===== src/rtl/ubd_pkg.sv =====
package ubd_pkg;

    localparam int ClkW  = 28;
    localparam int BaudW = 24;
    localparam int DenW  = BaudW + 2;
    localparam int RemW  = ClkW + 5;
    localparam int MantW = 12;
    localparam int QW    = 7;
    localparam int WordW = 16;

    localparam logic CFG_SLOW = 1'b0;
    localparam logic CFG_FAST = 1'b1;

    // Classified request, carried from the front to the back
    typedef struct packed {
        logic              err;
        logic              by8;
        logic [ClkW-1:0]   clk_hz;
        logic [BaudW-1:0]  baud;
    } ubd_item_t;

    // State of one divider pipeline stage
    typedef struct packed {
        logic              err;
        logic              by8;
        logic [ClkW-1:0]   num;
        logic [DenW-1:0]   den;
        logic [RemW-1:0]   rem;
        logic [MantW-1:0]  mant;
        logic [QW-1:0]     q2;
    } ubd_stage_t;

endpackage


===== src/rtl/ubd_front.sv =====
module ubd_front (
    input  logic                      clk,
    input  logic                      rst_n,
    input  logic                      in_valid,
    output logic                      in_ready,
    input  logic [ubd_pkg::BaudW-1:0] baud_rate,
    input  logic                      oversample_by_8,
    input  logic                      on_fast_bus,
    input  logic [ubd_pkg::ClkW-1:0]  slow_hz,
    input  logic [ubd_pkg::ClkW-1:0]  fast_hz,
    output logic                      f_valid,
    input  logic                      f_ready,
    output ubd_pkg::ubd_item_t        f_item
);
    import ubd_pkg::*;

    logic      valid_reg;
    ubd_item_t item_reg;
    ubd_item_t item_next;

    assign in_ready = !valid_reg || f_ready;

    // Classify: flag a zero rate, pick the bus clock
    always_comb
    begin
        item_next.err    = (baud_rate == '0);
        item_next.by8    = oversample_by_8;
        item_next.clk_hz = on_fast_bus ? fast_hz : slow_hz;
        item_next.baud   = baud_rate;
    end

    always_ff @(posedge clk or negedge rst_n)
    begin
        if (!rst_n)
        begin
            valid_reg <= 1'b0;
        end
        else if (in_ready)
        begin
            valid_reg <= in_valid;
        end
    end

    always_ff @(posedge clk)
    begin
        if (in_ready && in_valid)
        begin
            item_reg <= item_next;
        end
    end

    assign f_valid = valid_reg;
    assign f_item  = item_reg;
endmodule


===== config.mk =====
export PLATFORM = sky130hd
export DESIGN_NAME = ubd_front
export DESIGN_NICKNAME = d
export VERILOG_FILES = /design/src/rtl/ubd_pkg.sv /design/src/rtl/ubd_front.sv
export SDC_FILE = /design/constraint.sdc
export NUM_CORES = 1
export LEC_CHECK = 0
export CAP_MARGIN = 10
export CORE_MARGIN = 2
export CORE_UTILIZATION = 48
export CTS_BUF_LIST = sky130_fd_sc_hd__clkbuf_16
export CTS_CLUSTER_DIAMETER = 30
export DETAILED_ROUTE_END_ITERATION = 6
export DONT_BUFFER_PORTS = 1
export HOLD_SLACK_MARGIN = 0.06
export PLACE_DENSITY_LB_ADDON = 0.25
export SYNTH_ARGS = -nofsm -noshare
export SYNTH_HDL_FRONTEND = slang
export SYNTH_SLANG_ARGS = --single-unit
export TNS_END_PERCENT = 10

===== constraint.sdc =====
create_clock -name clk -period 2.5 [get_ports clk]
set_input_delay 0.5 -clock clk [delete_from_list [all_inputs] [get_ports clk]]
set_output_delay 0.5 -clock clk [all_outputs]
set_load 0.005 [all_outputs]

# == Word level (Yosys, flattened, before mapping) ==
# Cells that the tools add are included.
# classes
mux,1
n_reduce_logical,4
# op_table
operator,count
28-bit 2-to-1 mux,1
24-bit zero test,1
1-bit logical AND,1
1-bit zero test,1
1-bit logical OR,1
# word_totals
wordCells,10
out_inout_bits,56
reg_bits,55
in_bits,86

# == Depth between registers and ports, before layout ==
# depth
ltp_word,3
mapped_depth,3
mapped_depth_nobuf,3

# == Least setup slack after synthesis ==
# Ideal clock, no wire load.
# synth_timing
path_kind,input to register
startpoint,input port f_ready
endpoint,"register item_reg, in the netlist f_item[0], enable pin"
required_time_ps,2083
stages,2
path_slack_ps,134
setup_ps,417
t_arrival_ps,1948
n_path_buf,0
path_cell_list,nand2b_1 and2_1
# synth_via
elab_chain_len,2
# synth_rtl
element,line,rtl
from (decl),ubd_front.sv:12,"input logic f_ready,"
1-bit logical OR,ubd_front.sv:21,assign in_ready = !valid_reg || f_ready;
1-bit logical AND,ubd_front.sv:46,if (in_ready && in_valid)
to (signal assigned),ubd_front.sv:48,item_reg <= item_next;
to (decl),ubd_front.sv:18,ubd_item_t item_reg;
# No other way between the ends.
# A chain may end at the register's enable or synchronous reset.

# == Worst setup path after layout ==
# layout_timing
startpoint,register valid_reg (netlist: f_valid)
endpoint,"register item_reg, in the netlist f_item[33], enable pin"
# layout_via
elab_chain_len,3
# layout_rtl
element,line,rtl
from (decl),ubd_front.sv:17,logic valid_reg;
from (signal assigned),ubd_front.sv:40,valid_reg <= in_valid;
1-bit zero test,ubd_front.sv:21,
1-bit logical OR,ubd_front.sv:21,
named net in_ready,ubd_front.sv:5,"output logic in_ready,"
1-bit logical AND,ubd_front.sv:46,
# The timed path passes the listed nets, and every way through them passes these cells.

==> impl_metrics.env <==
export IMPL_fin_nets=190
export IMPL_initial_utilization_pct=49.6
export IMPL_worstSetupEndpointType="flop"
export IMPL_netlist_area_um2=2160
export IMPL_clkSinkCount=55
export IMPL_detailed_place_hpwl_um=2600
export IMPL_hold_start="baud_rate[5]"
export IMPL_port_buffers=0
export IMPL_setup_viol=0
export IMPL_grt_pass1_vias=982
export IMPL_critical_path_arrival_ps=1610
export IMPL_worstMarginPinSlew_ps=532
export IMPL_synth_ff_type="edfxtp_1"
export IMPL_detail_route_vias_per_cell=5.90
export IMPL_die_area_um2=5050
export IMPL_antenna_cells=0
export IMPL_rows=24
export IMPL_synthesized_nets=184
export IMPL_setup_reg_to_reg_worst_slack_ps=870
export IMPL_syn_area_per_cell_um2=22.0
export IMPL_postCtsHoldBufs=1
export IMPL_yosys_warnings=0
export IMPL_max_slew_headroom_pct=64.5
export IMPL_worst_r2r_startpoint="f_valid"
export IMPL_cp_max_fo=33
export IMPL_h_tree_depth_reported_by_cts=2
export IMPL_areaGrowthSynthToFinish_pct=9.68
export IMPL_min_period_ps=1630
export IMPL_irDropWorstVdd_uv=427
export IMPL_post_synth_top_area_cell="edfxtp_1"
export IMPL_edff_count_synth=54
export IMPL_clockRootBuffer="clkbuf_16"
export IMPL_hold_depth=0
export IMPL_detail_route_wl_per_cell_um=21.7
export IMPL_final_layout_setup_total_negative_slack_ps=0
export IMPL_grt_usage_pct=13.2
export IMPL_post_cts_repair_setup_buffers=0
export IMPL_power_static_leakage_nw=0.828
export IMPL_synth_area_top_cells="edfxtp_1 75%, mux2_4 14%, mux2_2 4.2%"
export IMPL_grt_pass1_wl_um=4950
export IMPL_final_period_utilization_pct=65.3
export IMPL_worst_endpoint_required_ps=2480
export IMPL_globalRouteOverflowTotal=0
export IMPL_number_of_buffers_on_the_longest_clock_path=2
export IMPL_netlist_instances=98
export IMPL_criticalPathCategory="flop to flop"
export IMPL_crit_reg2reg_capture="f_item[33]"
export IMPL_cts_made_buffers=5
export IMPL_clock_tree_from_tritoncts="built"
export IMPL_clkSlewWorstSetupHoldPaths_ps=60
export IMPL_hp_class="primary input to flop"
export IMPL_post_synth_num_cell_types=12
export IMPL_post_cts_resized=0
export IMPL_max_cap_violations=0
export IMPL_timing_hold_violations_final=0
export IMPL_die_height_um=71.1
export IMPL_clock_fmax_mhz=612
export IMPL_number_of_antenna_violations_at_the_first_check_in_global_routing=0
export IMPL_r2r_worst_path_cells=3
export IMPL_ys_top_cells_by_count="54 x edfxtp_1, 20 x mux2_4, 8 x mux2_2"
export IMPL_final_max_slew_viol_count=0
export IMPL_finish_utilization_pct=54.4
export IMPL_finalWeightedCongestion=0.752
export IMPL_layoutNonFillerInstCount=157
export IMPL_clkLatencyLatePin_ps=280
export IMPL_drc=0
export IMPL_dp_cells=148
export IMPL_drtPass1Iterations=2
export IMPL_synth_top_cell_area_share_pct=75.1
export IMPL_final_hold_worst_slack_ps=310
export IMPL_antenna_violating_nets_post_route=0
export IMPL_synth_async_sr_flop_share_pct=1.82
export IMPL_core_footprint_um2=4350
export IMPL_final_layout_size_suffix_gt1_share_pct=35.2
export IMPL_final_clock_skew_ps=4.24
export IMPL_hold_path_end="f_item[5]"
export IMPL_timing_critical_path_from_type="flop"
export IMPL_synthMostInstantiatedCell="edfxtp_1"
export IMPL_yosys_register_bits=55
export IMPL_wl_um=3400
export IMPL_pin_count=142
export IMPL_pin_count_of_the_biggest_net_entering_global_routing=34
export IMPL_detailroute_via_count=927
export IMPL_power_density_nw_per_um2=822
export IMPL_detail_route_iter0_violations=26
export IMPL_grt_setup_unrepaired="no"
export IMPL_outcome="finished clean"
export IMPL_synth_seq_area_share_pct=76.3
export IMPL_die_width_um=71.1
==> placed cells by master (no fill, tap or decap), drive strengths merged <==
master,count
mux2,28
edfxtp,54
dfrtp,1
nand2b,2
clkbuf,5
nor2,1
nor4,6
buf,1
bufinv,1
clkinv,2
nand4,1
and2,1
dlygate4sd3,1
nand2,1
==> kinds of logic after synthesis <==
kind of cell           Yosys count  share of synthesized area (%)
buffers and inverters            3                           2.38
flip-flops                      55                           76.3
multiplexers                    28                           18.1
AND/OR/NAND/NOR                 12                           3.25
==> state kept, by name, indices dropped and copies added, names as in the netlist <==
name and count:
f_valid 1, f_item 54
==> area by class of cell <==
class                   instances  area (um2)
flip-flops and latches         55        1650
fillers                       334        1990
well taps                      52        65.1
clock buffers                   5         125
multi-input cells              40         462
clock inverters                 3        38.8
repair buffers                  2        30.0
==> how the worst max path moves through the flow <==
stage,startpoint,slack (ps),endpoint,cells past startpoint
2_1_floorplan,f_ready,130,f_item[0],2
3_3_place_gp,f_ready,770,f_item[31],3
3_5_place_dp,f_ready,740,f_item[30],3
4_1_cts,f_valid,860,f_item[33],3
5_1_grt,f_valid,770,f_item[29],3
6_report,f_valid,870,f_item[33],3
==> power breakdown <==
part / switching [mW] / internal, mW
Sequential: 0.0267 / 1.08
Combinational: 0.0334 / 0.0556
Clock: 0.279 / 0.467
Total: 0.339 / 1.61
==> per-layer routing <==
layer | vias up | track usage (%) | wire (um)
met3 | 4 | 8.26 | 481
met1 | 434 | 13.1 | 1100
met4 | 0 | 4.40 | 33
met2 | 90 | 22.7 | 1780
li1 | 399 | - | -
met5 | - | 0 | 0
==> through the flow <==
| step | setup WS (ps) | instance area (um2) | total power [mW] |
|---|---|---|---|
| floorplan | 134 | 2160 | 1.21 |
| global placement | 773 | 2190 | 1.22 |
| detailed placement | 741 | 2190 | 1.22 |
| CTS | 855 | 2370 | 1.96 |
| global route | 772 | 2370 | 2.01 |
| finish | 866 | 2370 | 1.94 |
==> critical path, stage by stage (launching register included) <==
cell	delay (ps)
dfrtp_1	390
nand2b_1	140
and2_2	510
buf_12	270
(Power assumes the default switching activity.)
