`config.mk`:
```
export PLATFORM = sky130hd
export DESIGN_NAME = ubd_queue
export DESIGN_NICKNAME = d
export VERILOG_FILES = /design/src/rtl/ubd_pkg.sv /design/src/rtl/ubd_queue.sv
export SDC_FILE = /design/constraint.sdc
export NUM_CORES = 1
export LEC_CHECK = 0
export ABC_AREA = 1
export BUFFER_PORTS_ARGS = -buffer_cell sky130_fd_sc_hd__buf_4
export CORE_ASPECT_RATIO = 1.2
export CORE_MARGIN = 2
export CORE_UTILIZATION = 43
export DETAILED_ROUTE_END_ITERATION = 6
export GPL_TIMING_DRIVEN = 0
export PLACE_DENSITY_LB_ADDON = 0.3
export SYNTH_ARGS = -nofsm -noshare
export SYNTH_HDL_FRONTEND = slang
export SYNTH_SLANG_ARGS = --single-unit
```
`constraint.sdc`:
```
create_clock -name clk -period 3.9 [get_ports clk]
set_clock_uncertainty 0.1 [all_clocks]
set_input_delay 0.195 -clock clk [delete_from_list [all_inputs] [get_ports clk]]
set_output_delay 0.195 -clock clk [all_outputs]
set_load 0.05 [all_outputs]
```
`src/rtl/ubd_pkg.sv`:
```
package ubd_pkg;

    localparam int ClkW  = 28;
    localparam int BaudW = 24;
    localparam int DenW  = BaudW + 2;
    localparam int RemW  = ClkW + 5;
    localparam int MantW = 12;
    localparam int QW    = 7;
    localparam int WordW = 16;

    localparam logic CFG_SLOW = 1'b0;
    localparam logic CFG_FAST = 1'b1;

    // Classified request, carried from the front to the back
    typedef struct packed {
        logic              err;
        logic              by8;
        logic [ClkW-1:0]   clk_hz;
        logic [BaudW-1:0]  baud;
    } ubd_item_t;

    // State of one divider pipeline stage
    typedef struct packed {
        logic              err;
        logic              by8;
        logic [ClkW-1:0]   num;
        logic [DenW-1:0]   den;
        logic [RemW-1:0]   rem;
        logic [MantW-1:0]  mant;
        logic [QW-1:0]     q2;
    } ubd_stage_t;

endpackage

```
`src/rtl/ubd_queue.sv`:
```
module ubd_queue (
    input  logic               clk,
    input  logic               rst_n,
    input  logic               wr_valid,
    output logic               wr_ready,
    input  ubd_pkg::ubd_item_t wr_item,
    output logic               rd_valid,
    input  logic               rd_ready,
    output ubd_pkg::ubd_item_t rd_item
);
    import ubd_pkg::*;

    ubd_item_t  mem_reg [2];
    logic       wptr_reg;
    logic       rptr_reg;
    logic [1:0] count_reg;
    logic       push;
    logic       pop;

    assign wr_ready = (count_reg != 2'd2);
    assign rd_valid = (count_reg != 2'd0);
    assign rd_item  = mem_reg[rptr_reg];
    assign push     = wr_valid && wr_ready;
    assign pop      = rd_valid && rd_ready;

    // Advance pointers and fill count
    always_ff @(posedge clk or negedge rst_n)
    begin
        if (!rst_n)
        begin
            wptr_reg  <= 1'b0;
            rptr_reg  <= 1'b0;
            count_reg <= 2'd0;
        end
        else
        begin
            if (push)
            begin
                wptr_reg <= !wptr_reg;
            end
            if (pop)
            begin
                rptr_reg <= !rptr_reg;
            end
            if (push && !pop)
            begin
                count_reg <= count_reg + 2'd1;
            end
            else if (pop && !push)
            begin
                count_reg <= count_reg - 2'd1;
            end
        end
    end

    always_ff @(posedge clk)
    begin
        if (push)
        begin
            mem_reg[wptr_reg] <= wr_item;
        end
    end
endmodule

```
==> Yosys cells after proc, flatten, opt, wreduce, memory -nomap -nowiden <==
Memories as Yosys holds them, arrays and structs flattened.
Index checks and enable logic that the tools add are counted.
{ "op_classes": {"magnitude_cmp": 0, "div_mod_pow": 0, "shifts": 0, "mul": 0, "bitwise": 0, "eq_ne": 1, "add_sub_neg": 2, "muxes": 4, "n_reduce_logical": 10} }
{ "op_table": {"columns": ["op", "count"], "rows": [
  ["$logic_and A1 B1 Y1", 4],
  ["$logic_not A1 Y1", 4],
  ["$mux W2", 2],
  ["$reduce_bool A2 Y1", 2],
  ["$add A2 B1 Y2 const B", 1],
  ["$mux W1", 2],
  ["$ne A2 B2 Y1 const B", 1],
  ["$sub A2 B1 Y2 const B", 1]
]} }
{ "totals": {"mem_bits_rw": 108, "reg_bits": 4, "mem_count": 1, "rom_bits": 0, "word_cells": 21, "latchBits": 0} }
{ "mem_list": {"columns": ["memory", "depth", "width", "read_ports", "rd_clocked_by_memory_dff", "wr", "line_no", "rtl"], "rows": [
  ["mem_reg", 2, 54, 1, 0, 1, "ubd_queue.sv:13", "ubd_item_t mem_reg [2];"]
]} }

==> Longest topological paths before layout <==
{ "logic_depth": {"word_depth": 6, "mapped_depth": 10, "depth_no_buf": 10} }

==> Worst setup path before layout <==
No wires, ideal clock.
{ "synth_timing": {"kind": "reg-to-reg", "from": "register count_reg[0]", "to": "memory mem_reg[0][0] in the netlist's numbering (enable)", "required_time_ns": 3.334, "setup_time_ns": 0.466, "stages_incl_launch_ff": 5, "path_slack_ns": 0.106, "arrival_ns": 3.228, "synth_period_minus_slack_ns": 3.794, "path_cell_list": "dfrtp_1 > inv_1 > nand2_1 > nand2_2 > nor2_1"} }
{ "synth_via": {"elab_chain_cells": 4} }
{ "synth_rtl": {"columns": ["element", "line_no", "rtl"], "rows": [
  ["start: declaration", "ubd_queue.sv:16", "logic [1:0] count_reg;"],
  ["start signal: assignment", "ubd_queue.sv:47", "count_reg <= count_reg + 2'd1;"],
  ["start signal: assignment", "ubd_queue.sv:51", "count_reg <= count_reg - 2'd1;"],
  ["$ne A2 B2 Y1", "ubd_queue.sv:20", "assign wr_ready = (count_reg != 2'd2);"],
  ["named net wr_ready", "ubd_queue.sv:5", "output logic wr_ready,"],
  ["$logic_and A1 B1 Y1", "ubd_queue.sv:23", "assign push = wr_valid && wr_ready;"],
  ["$mux W1", "ubd_queue.sv:58", "if (push)"],
  ["$mux W1 (implied by the code)", "ubd_queue.sv:60", "mem_reg[wptr_reg] <= wr_item;"],
  ["end: declaration", "ubd_queue.sv:13", null]
]} }
The timed path passes the listed nets, and every way through them passes these cells.

==> Worst setup path after layout <==
{ "layout_timing": {"from": "register count_reg[0]", "to": "memory mem_reg[1][0] in the netlist's numbering (enable)"} }
{ "layout_via": {"elab_chain_cells": 4} }
{ "layout_rtl": {"columns": ["element", "line_no"], "rows": [
  ["$ne A2 B2 Y1", "ubd_queue.sv:20"],
  ["$logic_and A1 B1 Y1", "ubd_queue.sv:23"],
  ["$mux W1", "ubd_queue.sv:58"],
  ["$mux W1 (implied by the code)", "ubd_queue.sv:60"]
]} }
No other way between the ends.

==> metrics.txt <==
# TYPE chip_impl_metric gauge
chip_impl_metric{name="timing.final.setup_violations",unit=""} 0
chip_impl_metric{name="firstDrtPassIters",unit=""} 4
chip_impl_info{name="cts_tree",value="yes"} 1
chip_impl_metric{name="p_per_area",unit="nW/µm²"} 841
chip_impl_metric{name="post-place-cells",unit=""} 548
chip_impl_metric{name="synth.net_count",unit=""} 369
chip_impl_metric{name="initial_utilization",unit="%"} 44.1
chip_impl_metric{name="post-cts-setup-buffers",unit=""} 0
chip_impl_metric{name="design.final.nets",unit=""} 551
chip_impl_metric{name="relative_area_change_from_synthesis_to_final_layout",unit="%"} 45.7
chip_impl_metric{name="critical_path_required",unit="ps"} 3830
chip_impl_metric{name="leakage",unit="nW"} 2.62
chip_impl_metric{name="timing.slew.headroom",unit="%"} 47.0
chip_impl_metric{name="drive_above_1_share",unit="%"} 29.2
chip_impl_metric{name="ys_seq_area_share",unit="%"} 80.1
chip_impl_metric{name="number_of_global_route_vias_before_repair",unit=""} 2830
chip_impl_metric{name="proportion_of_power_drawn_by_flip_flops_and_latches",unit="%"} 33.5
chip_impl_info{name="worst_setup_path_start_kind",value="register"} 1
chip_impl_metric{name="worst-endpoint-arrival",unit="ps"} 1980
chip_impl_metric{name="post-dp-hpwl",unit="µm"} 5020
chip_impl_metric{name="detailedRoute.firstIterationViolations",unit=""} 122
chip_impl_metric{name="syn-mean-instance-area",unit="µm²"} 13.5
chip_impl_metric{name="power.net_switching",unit="W"} 0.00226
chip_impl_metric{name="die_x",unit="µm"} 93.9
chip_impl_metric{name="dieArea",unit="µm²"} 10500
chip_impl_metric{name="fin_cells",unit=""} 620
chip_impl_metric{name="antenna_viol_nets_final",unit=""} 0
chip_impl_metric{name="max_freq",unit="MHz"} 487
chip_impl_metric{name="placement_rows",unit=""} 39
chip_impl_metric{name="ctsLongestPathBuffers",unit=""} 2
chip_impl_metric{name="p_sw_share",unit="%"} 44.1
chip_impl_metric{name="worst_slew_pin_slew",unit="ps"} 793
chip_impl_metric{name="htree_levels",unit=""} 3
chip_impl_metric{name="numPortBuffers",unit=""} 113
chip_impl_metric{name="grt_first_pass_wirelength",unit="µm"} 13100
chip_impl_metric{name="max_cap_viol_count",unit=""} 0
chip_impl_metric{name="synthCells",unit=""} 310
chip_impl_info{name="hold_path.class",value="in -> async"} 1
chip_impl_metric{name="critical_path.max_stage_delay",unit="ps"} 630
chip_impl_metric{name="die_h",unit="µm"} 112
chip_impl_info{name="worst-setup-path-type",value="reg -> reg"} 1
chip_impl_metric{name="synth-seq-cells",unit=""} 112
chip_impl_info{name="rsz0062_at_grt",value="no"} 1
chip_impl_metric{name="io_count",unit=""} 114
chip_impl_metric{name="report.final.hold_viol_count",unit=""} 0
chip_impl_metric{name="post-route-drc-count",unit=""} 0
chip_impl_metric{name="routed_wire_length",unit="µm"} 8240
chip_impl_metric{name="insertion_delay",unit="ps"} 330
chip_impl_metric{name="totalNegativeSetupSlack",unit="ps"} 0
chip_impl_info{name="root_buffer",value="clkbuf_16"} 1
chip_impl_metric{name="initial_antenna_violation_count",unit=""} 0
chip_impl_info{name="timing.critical_path.slowest_stage_cell",value="nor2_4"} 1
chip_impl_metric{name="drt-wirelength-per-cell",unit="µm"} 13.3
chip_impl_metric{name="detailroute.via_count",unit=""} 2769
chip_impl_info{name="critical_path_cell_by_cell",value="inv_1 -> nand2_1 -> nand2_2 -> nor2_4 -> buf_12"} 1
chip_impl_metric{name="power_frac_comb",unit="%"} 49.3
chip_impl_metric{name="p_clk_share",unit="%"} 17.1
chip_impl_metric{name="min_period_over_period",unit="%"} 52.6
chip_impl_info{name="outcome",value="finished clean"} 1
chip_impl_metric{name="cellInternalPower",unit="W"} 0.00286
chip_impl_metric{name="ir_worst_vdd",unit="mV"} 0.502
chip_impl_metric{name="post_synth_num_cell_types",unit=""} 15
chip_impl_metric{name="clk_pin_slew",unit="ps"} 70
chip_impl_metric{name="worst-r2r-setup-slack",unit="ps"} 1850
chip_impl_metric{name="grtUsageTotal",unit="%"} 16.5
chip_impl_metric{name="cell_area_after_technology_mapping",unit="µm²"} 4170
chip_impl_metric{name="cts_num_sinks",unit=""} 112
chip_impl_metric{name="period_minus_slack",unit="ps"} 2050
chip_impl_metric{name="slew_viol_final",unit=""} 0
chip_impl_metric{name="antennaDiodeCount",unit=""} 0
chip_impl_info{name="endpoint_kind",value="register"} 1
chip_impl_metric{name="globalRouteOverflowTotal",unit=""} 0
chip_impl_metric{name="gp_routability_congestion",unit=""} 0.735
chip_impl_metric{name="largest_reg_flops",unit=""} 108
chip_impl_metric{name="grt_start_max_net_pins",unit=""} 30
chip_impl_metric{name="floorplan.core_area",unit="µm²"} 9470
chip_impl_metric{name="post_drt_via_cell_ratio",unit=""} 4.47
chip_impl_metric{name="post_cts_resized",unit=""} 0
chip_impl_metric{name="critical_path.max_fanout",unit=""} 29
chip_impl_metric{name="ys_warn_count",unit=""} 0
chip_impl_metric{name="filler_cell_count",unit=""} 692
chip_impl_metric{name="cts_inserted_buffers",unit=""} 9
## layout by cell type, fill, tap and decap left out
| cell | synthesis | routed |
|---|---|---|
| buf_12 | 0 | 2 |
| buf_2 | 5 | 5 |
| buf_4 | 1 | 114 |
| bufinv_16 | 0 | 1 |
| clkbuf_16 | 0 | 9 |
| clkbuf_8 | 5 | 5 |
| clkinv_1 | 0 | 1 |
| clkinv_2 | 0 | 4 |
| clkinv_4 | 0 | 1 |
| dfrtp_1 | 4 | 4 |
| dlygate4sd3_1 | 0 | 56 |
| edfxtp_1 | 108 | 108 |
| ha_1 | 1 | 1 |
| inv_1 | 6 | 6 |
| inv_2 | 1 | 1 |
| nand2_1 | 171 | 171 |
| nand2_2 | 1 | 1 |
| nand3_1 | 2 | 2 |
| nand4_1 | 1 | 1 |
| nor2_4 | 0 | 2 |
| xnor2_1 | 1 | 1 |
| xor2_1 | 1 | 1 |
## worst paths after layout
check,endpoint,cells after the start,from
worst max-delay path,mem_reg[1][0],5,count_reg[0]
worst min-delay path,count_reg[0],2,rst_n
worst max register to register,mem_reg[1][0],5,count_reg[0]
worst min register to register,count_reg[1],2,count_reg[1]
max in group asynchronous,wptr_reg,2,rst_n
min in group clk,wptr_reg,3,wr_valid
## layer usage
metal	track usage, %	vias up	part of all wire [%]
li1	-	1400	-
met1	17.9	1280	39
met2	29.5	79	54
met3	4.13	10	4.9
met4	8.02	0	1.8
met5	0	-	0
## worst max-delay path, delay by kind of cell, from the launching register on
kind,cells,cell delay (ps)
simple gates,3,870
flops,1,390
buf+inv,2,360
## cell families after synthesis
group	share of synthesized area (%)
AND/OR/NAND/NOR	16.1
flip-flops	80.1
buffers and inverters	3.06
XOR/XNOR	0.420
adder cells (fa/ha/maj)	0.300
## cell type report
class | instances | area, µm² | share of cell area, %
clock inverters | 7 | 62.6 | 1.03
plain buffers | 11 | 101 | 1.67
inverters | 7 | 26.3 | 0.432
multi-input cells | 180 | 717 | 11.8
clock buffers | 9 | 225 | 3.71
flip-flops and latches | 112 | 3340 | 55.0
repair buffers | 171 | 1450 | 23.8
well taps | 123 | 154 | 2.53
## through the flow
| stage | util [%] | area, µm² | hold slack, ps | setup slack, ps | total power [W] |
|---|---|---|---|---|---|
| finish | 64.2 | 6080 | 101 | 1850 | 0.00511 |
| floorplan | - | 4170 | -201 | 106 | 0.00347 |
| detailed placement | 55.2 | 5230 | -103 | 1820 | 0.00424 |
| CTS | 64.2 | 6080 | 69.5 | 1810 | 0.00517 |
| global route | 64.2 | 6080 | 96.1 | 1700 | 0.00537 |
| global placement | 54.7 | 5170 | -104 | -813 | 0.00420 |
## Yosys cell counts
master,number,area (µm²)
nand2_1,171,642
edfxtp_1,108,3240
inv_1,6,22.5
buf_2,5,25.0
clkbuf_8,5,68.8
dfrtp_1,4,100
nand3_1,2,10.0
nor2_1,2,7.51
buf_4,1,7.51
ha_1,1,12.5
inv_2,1,3.75
nand2_2,1,6.26
nand4_1,1,6.26
xnor2_1,1,8.76
xor2_1,1,8.76
## what timing repair did
action                                 4_1_cts  5_1_grt
endpoints found under the hold margin      113        0
setup endpoints to repair                    0        0
hold buffers                                56        0
## power by group through the flow
stage	Clock (W)	Combinational [W]	Sequential, W
floorplan	0	0.00172	0.00174
global placement	0	0.00244	0.00177
detailed placement	0	0.00250	0.00174
CTS	0.000903	0.00255	0.00171
global route	0.000949	0.00268	0.00174
finish	0.000876	0.00252	0.00172
Power figures use the tool's default switching activity.
